### config.mk
export PLATFORM = sky130hd
export DESIGN_NAME = vng_norm
export DESIGN_NICKNAME = d
export VERILOG_FILES = /design/src/rtl/vng_pkg.sv /design/src/rtl/vng_norm.sv
export SDC_FILE = /design/constraint.sdc
export NUM_CORES = 2
export LEC_CHECK = 0
export ABC_AREA = 1
export BUFFER_PORTS_ARGS = -buffer_cell sky130_fd_sc_hd__buf_2
export CAP_MARGIN = 20
export CORE_MARGIN = 5
export CORE_UTILIZATION = 50
export CTS_CLUSTER_SIZE = 25
export DETAILED_ROUTE_END_ITERATION = 10
export GPL_TIMING_DRIVEN = 0
export PLACE_DENSITY_LB_ADDON = 0.05
export SYNTH_ARGS = -nofsm -noshare
export SYNTH_HDL_FRONTEND = slang
export SYNTH_SLANG_ARGS = --single-unit
### constraint.sdc
create_clock -name clk -period 6.8 [get_ports clk]
set_clock_uncertainty 0.1 [all_clocks]
set_input_delay 1.02 -clock clk [delete_from_list [all_inputs] [get_ports clk]]
set_output_delay 1.02 -clock clk [all_outputs]
set_load 0.1 [all_outputs]
### src/rtl/vng_pkg.sv
package vng_pkg;

  localparam int N_VTX     = 1024;
  localparam int VTX_W     = 10;
  localparam int POS_W     = 16;
  localparam int SUM_W     = 24;
  localparam int SUM_ENT_W = 1 + 3 * SUM_W;
  localparam int DIFF_W    = POS_W + 1;
  localparam int PROD_W    = 2 * DIFF_W;
  localparam int CROSS_W   = PROD_W + 1;
  localparam int MAG_W     = CROSS_W - 1;
  localparam int NRM_W     = 16;
  localparam int RED_W     = 20;
  localparam int SQ_W      = 2 * RED_W;
  localparam int L2_W      = SQ_W + 2;
  localparam int LEN_W     = L2_W / 2;
  localparam int QB        = 14;

  typedef enum logic [1:0] {
    MODE_WRITE = 2'd0,
    MODE_TRI   = 2'd1,
    MODE_READ  = 2'd2,
    MODE_CLEAR = 2'd3
  } mode_t;

  typedef struct packed {
    logic [2:0][MAG_W-1:0] mag;
    logic [2:0]            neg;
  } norm_req_t;

  typedef struct packed {
    logic [2:0][NRM_W-1:0] n;
    logic                  ok;
  } norm_res_t;

endpackage

### src/rtl/vng_norm.sv
module vng_norm (
  input  logic                clk,
  input  logic                rst,
  input  logic                start,
  input  vng_pkg::norm_req_t  req,
  output logic                done,
  output vng_pkg::norm_res_t  res
);

  typedef enum logic [5:0] {
    N_IDLE  = 6'b000001,
    N_SHIFT = 6'b000010,
    N_SQ    = 6'b000100,
    N_SQRT  = 6'b001000,
    N_DIV   = 6'b010000,
    N_FIN   = 6'b100000
  } nstate_t;

  nstate_t state;
  logic [vng_pkg::MAG_W-1:0] a [3];
  logic [2:0] neg;
  logic [4:0] cnt;
  logic [1:0] k;
  logic [vng_pkg::SQ_W-1:0] prod;
  logic [vng_pkg::L2_W-1:0] l2;
  logic [vng_pkg::LEN_W+2:0] rem;
  logic [vng_pkg::LEN_W-1:0] len;
  logic [vng_pkg::LEN_W+4:0] st;
  logic [vng_pkg::LEN_W+1:0] trial;
  logic [vng_pkg::LEN_W-1:0] drem;
  logic [15:0] dsh;
  logic [15:0] q;
  logic [15:0] q_next;
  logic [vng_pkg::LEN_W:0] dt;
  logic [vng_pkg::MAG_W:0] num;
  logic [2:0][vng_pkg::NRM_W-1:0] nreg;
  logic ok;
  logic big;
  logic zero;

  assign big  = |{a[0][vng_pkg::MAG_W-1:vng_pkg::RED_W], a[1][vng_pkg::MAG_W-1:vng_pkg::RED_W],
                  a[2][vng_pkg::MAG_W-1:vng_pkg::RED_W]};
  assign zero = ~|{a[0], a[1], a[2]};
  assign st    = {rem, l2[vng_pkg::L2_W-1 -: 2]};
  assign trial = {len, 2'b01};
  assign dt    = {drem, dsh[15]};
  assign q_next = (dt >= {1'b0, len}) ? {q[14:0], 1'b1} : {q[14:0], 1'b0};
  assign num = {1'b0, a[k][vng_pkg::RED_W-1:0], {vng_pkg::QB{1'b0}}}
             + (vng_pkg::MAG_W + 1)'(len[vng_pkg::LEN_W-1:1]);

  assign done = (state == N_FIN);
  assign res  = {nreg, ok};

  always_ff @(posedge clk) begin
    if (rst) begin
      state <= N_IDLE;
    end else begin
      unique case (state)
        N_IDLE: begin
          if (start) begin
            for (int i = 0; i < 3; i++) a[i] <= req.mag[i];
            neg   <= req.neg;
            state <= N_SHIFT;
          end
        end
        N_SHIFT: begin
          if (zero) begin
            ok    <= 1'b0;
            nreg  <= '0;
            state <= N_FIN;
          end else if (big) begin
            for (int i = 0; i < 3; i++) a[i] <= a[i] >> 1;
          end else begin
            cnt   <= '0;
            l2    <= '0;
            state <= N_SQ;
          end
        end
        N_SQ: begin
          if (cnt < 5'd3)
            prod <= a[cnt[1:0]][vng_pkg::RED_W-1:0] * a[cnt[1:0]][vng_pkg::RED_W-1:0];
          if (cnt != 5'd0) l2 <= l2 + {2'b00, prod};
          cnt <= cnt + 5'd1;
          if (cnt == 5'd3) begin
            cnt   <= '0;
            rem   <= '0;
            len   <= '0;
            state <= N_SQRT;
          end
        end
        N_SQRT: begin
          if (st >= {3'b000, trial}) begin
            rem <= (vng_pkg::LEN_W + 3)'(st - {3'b000, trial});
            len <= {len[vng_pkg::LEN_W-2:0], 1'b1};
          end else begin
            rem <= st[vng_pkg::LEN_W+2:0];
            len <= {len[vng_pkg::LEN_W-2:0], 1'b0};
          end
          l2  <= l2 << 2;
          cnt <= cnt + 5'd1;
          if (cnt == 5'(vng_pkg::LEN_W - 1)) begin
            cnt   <= '0;
            k     <= '0;
            state <= N_DIV;
          end
        end
        N_DIV: begin
          if (cnt == 5'd0) begin
            drem <= vng_pkg::LEN_W'(num[vng_pkg::MAG_W:16]);
            dsh  <= num[15:0];
            q    <= '0;
            cnt  <= 5'd1;
          end else begin
            drem <= (dt >= {1'b0, len}) ? vng_pkg::LEN_W'(dt - {1'b0, len})
                                         : dt[vng_pkg::LEN_W-1:0];
            dsh  <= dsh << 1;
            q    <= q_next;
            cnt  <= cnt + 5'd1;
            if (cnt == 5'd16) begin
              nreg[k] <= neg[k] ? 16'(-q_next) : q_next;
              cnt     <= '0;
              k       <= k + 2'd1;
              if (k == 2'd2) begin
                ok    <= 1'b1;
                state <= N_FIN;
              end
            end
          end
        end
        N_FIN: state <= N_IDLE;
        default: state <= N_IDLE;
      endcase
    end
  end

endmodule
Word level (Yosys, flattened, before mapping)
Memories as Yosys holds them, arrays and structs flattened. A register that Yosys moved wholly into a read port is not among the register bits. Cells that the tools add are included.

Add/sub/neg operators: 7. $mul: 1. Order comparisons: 5. Eq/ne operators: 21. Multiplexer cells: 63. Bitwise gates (word level): 4. Reductions and logical operators: 20.

Operators by type and width (number): $mux W48 (3); $mux W42 (3); $pmux W42 S3 (1); $mux W34 (3); $reduce_or A102 Y1 (1); $pmux W48 S2 (1); $bwmux W48 (1); $mux W16 (3); $mux W24 (2); $mux W6 (8); $pmux W24 S2 (1); $add A42 B40 Y42 (1); $mux W21 (2); $pmux W21 S2 (1); $reduce_or A42 Y1 (1); $mul A20 B20 Y40 (1); $add A34 B20 Y35 (1); $demux W16 S2 (1); $mux W5 (6); $pmux W6 S5 (1); $ge A26 B23 Y1 (1); $sub A24 B23 Y24 (1); $ge A22 B21 Y1 (1); $sub A21 B21 Y21 (1); 38 further kinds (75).

Bits in registers: 244. RAM bits: 102. Memories: 1.

Memory list: a (words 3, width 34, read ports 5, clocked after Yosys merged registers in 2, write ports 3, RTL line vng_norm.sv:20) `logic [vng_pkg::MAG_W-1:0] a [3];`.

Longest topological paths before layout
Depth after elaboration: 8. Depth in mapped cells: 36. Gate-level depth less buffers: 35.

Worst setup path after synthesis
OpenSTA, ideal clock, no wires.

Path type: input port to flip-flop. Start: in rst. End: mem a[0][0] (netlist bit), enable pin. Arrival time: 6.195 ns. Data required time: 6.104 ns. Slack: -0.091 ns. Cell stages on the path: 2. Buffers on the path: 1. Path through: clkbuf_1 > a21oi_1.

RTL lines: start, declared (RTL line vng_norm.sv:3) `input logic rst,`; end, declared (RTL line vng_norm.sv:20).

==> summary.txt <==
Route
  – Via Count: between 20000 and 30000
  – DR vias/cell: approximately 5.3
  – DRC viols: 0
  – Avg WL per Cell: 18.98 um
  – Routed Antenna Nets: 0
  – First drt pass iteration count: 7
  – DRT iter0 DRCs: between 2000 and 2500
  – Total Routed Length: about 100000 um

Yosys
  – Yosys Warn Count: 0
  – Syn Inst Count: between 4000 and 5000
  – Syn Nets: ~4900
  – Netlist Area Pre-Place: 0.03437 mm^2
  – Synth Flop Type: edfxtp_1
  – Post-synthesis simple-gate area fraction: 0.2118
  – Compound-gate portion of the synthesized area: 0.1039
  – Synth cell types: 57
  – Multiplexer share of the synthesized area: 0.0002913
  – Synth Register Bits: 349
  – Sequential fraction of the synthesis area: 0.3020
  – Adder-Cell Fraction of Synth Area: 0.2525
  – Post-synth EDFFs: roughly 340
  – Main combinational cell family by area after synthesis: adder cells
  – Synth Area in XOR/XNOR: 0.02545
  – Synthesized area per cell: 8.059 um^2
  – FFs w/ async S/R, synth: 0

Setup path
  – Worst setup EP type: flop
  – CP startpoint kind: flop
  – Worst Path Max Fanout: 10
  – WP data required: slightly above 7 ns
  – Critical Path AT: between 7 and 8 ns
  – Setup CP Type: flop to flop
  – Slowest cell on crit path: fa_1
  – Slowest stage delay, CP: about 0.55 ns
  – Crit-path most repeated cell: fa_1

Floorplanning
  – Num ports: between 150 and 200
  – Die span in x: roughly 270 um
  – Row cnt: 96
  – Die Y: approximately 270 um
  – Core area: 0.06835 mm^2
  – Die area: roughly 0.074 mm^2
  – Starting Density: 0.5028

Clocking
  – Worst-path clk slew: 0.06 ns
  – CTS root buffer: clkbuf_16
  – # H-tree levels: 2
  – Clock Sinks: ~350
  – Clock latency on the worst-skew pair: 0.61 ns
  – TritonCTS Buffers: 42
  – CTS tree: done
  – CTS Buffer Depth: 3

STA
  – RSZ-0062 raised after global routing: true
  – Worst setup margin: -0.2378 ns
  – Fin. Hold Viols: 0
  – Slew margin rel.: 0.3737
  – Fin crit share: 1.035
  – # setup viols final: 19
  – Final min period: between 7 and 8 ns
  – Slew Viols, Final: 0
  – Max Clock Freq: 0.1421 GHz
  – Setup TNS: -1.874 ns
  – Worst-margin pin slew: 0.9361 ns

Layout
  – Most common cell after layout, fill and taps aside: nand2_1
  – Nets: about 5200
  – Most frequent cells in the layout: 919 x nand2_1, 732 x inv_1, 463 x nor2_1
  – Final cell count without fillers: 5493
  – Layout area overhead: 17.78%
  – Post-Route Utilization: 0.5922
  – Share of post-route cells with drive strength above 1: 0.1629

Global route
  – Tot GR Track Use: 0.2791
  – Largest net degree at the start of global routing: 40
  – First-pass GRT wire length: about 160000 um
  – GRT overflow: 0
  – Initial antenna violation count: 11
  – Vias in the first global route: between 20000 and 30000

Job
  – Max-cap viol count: 0

Placement
  – Post-Place Setup Slack: -1.570 ns
  – Placer Congestion: 0.9564
  – PortBufs: 156
  – HPWL Detailed: roughly 80000 um
  – DP Cell Count: 5311

Min path
  – HP Class: flop to flop

Status
  – Status: complete, but fails checks
  – Failing checks: negative setup slack
## area by class of cell
| cell class | count | area, um^2 |
|---|---|---|
| Timing Repair Buffer | 269 | 1982 |
| Multi-Input combinational cell | 3024 | 21760 |
| Antenna cell | 2 | 5.005 |
| Inverter | 789 | 3023 |
| Fill cell | 6257 | 27870 |
| Sequential cell | 349 | 10390 |
| Clock inverter | 23 | 280.3 |
| Tap cell | 882 | 1104 |
| Buffer | 102 | 839.6 |
| Clock buffer | 53 | 1092 |
## final timing paths
path,start,end,slack [ns],cells after the start
setup / recovery,flop,prod[26],-0.24,29
hold / removal,state[4],state[4],0.38,2
setup reg to reg,flop,prod[26],-0.24,29
hold reg to reg,state[4],state[4],0.38,2
## worst max-delay path, delay by kind of cell, from the launching register on
kind	cells	cell delay, ns
flip-flops	1	0.39
XOR/XNOR	1	0.23
adder cells (fa/ha/maj)	8	3.84
AO/OA/AOI/OAI	2	0.36
AND/OR/NAND/NOR	6	0.78
buffers and inverters	12	1.10
## registers in the layout, indices dropped and copies added, names as in the netlist, 2 cells and up, named ones only
register / cells
a: 102
res: 48
l2: 42
prod: 39
rem: 24
drem: 21
len: 21
dsh: 16
q: 15
state: 6
cnt: 5
neg: 3
k: 2
## through the flow
stage                     hold WS [ns]  instance area [um^2]
after global placement          0.3712                 36260
final                           0.3833                 40480
after detailed placement        0.3725                 36490
after CTS                       0.3803                 39830
after global routing            0.4033                 40470
after floorplan                 0.3583                 34370
## cells by family (layout without fill, tap and decap cells)
kind of cell               after synthesis  in the layout
xor gates and xnor gates                99             99
other                                    0              2
buffers and inverters                  891           1236
DFF                                    349            349
adders and majority gates              525            525
muxes                                    1              1
AOI/OAI and AO/OA                      620            620
and+or+nand+nor                       1779           1779
## repair_timing
item                       in CTS  in global routing
setup endpoints to repair      31                 27
resized for setup             307                118
gates cloned                    3                  1
setup buffers                  74                 29
pin swaps                     108                 38
hold buffers                    0                  0
## cell usage after synthesis (5+ instances only)
cell / count / area [um^2]
ha_1: 244 / 3053
buf_4: 6 / 45.04
nand2_2: 10 / 62.56
a21o_1: 14 / 105.1
nor2_1: 526 / 1974
edfxtp_1: 339 / 10180
nor2_4: 5 / 56.30
nand3b_1: 6 / 45.04
o21bai_1: 19 / 142.6
buf_6: 23 / 259.0
o21ai_0: 222 / 1111
nand2_1: 957 / 3592
o21ai_2: 34 / 297.8
a22o_1: 5 / 43.79
a22oi_1: 5 / 37.54
nor2_2: 12 / 75.07
nor4_1: 23 / 143.9
nor3_1: 36 / 180.2
o211ai_1: 19 / 142.6
xnor2_1: 38 / 332.8
o21a_1: 5 / 37.54
o211ai_2: 7 / 87.58
clkbuf_1: 42 / 157.7
a21boi_0: 9 / 67.56
a21oi_1: 212 / 1061
dfxtp_1: 10 / 200.2
inv_1: 760 / 2853
o21ai_1: 38 / 190.2
nand4_1: 27 / 168.9
inv_2: 28 / 105.1
xor2_1: 60 / 525.5
a31oi_1: 15 / 93.84
nand3_1: 151 / 755.7
fa_1: 281 / 5625
buf_2: 28 / 140.1
## per-layer routing
layer | track usage | vias to the layer above | share of wire
met5 | 0 | - | 0.00075
met4 | 0.09460 | 14 | 0.039
met3 | 0.03726 | 209 | 0.058
met2 | 0.4536 | 848 | 0.46
met1 | 0.3887 | 13830 | 0.45
li1 | - | 14260 | -
Power is not shown: default switching activity piles up to over one toggle a cycle in this logic, so the estimate is an artifact.
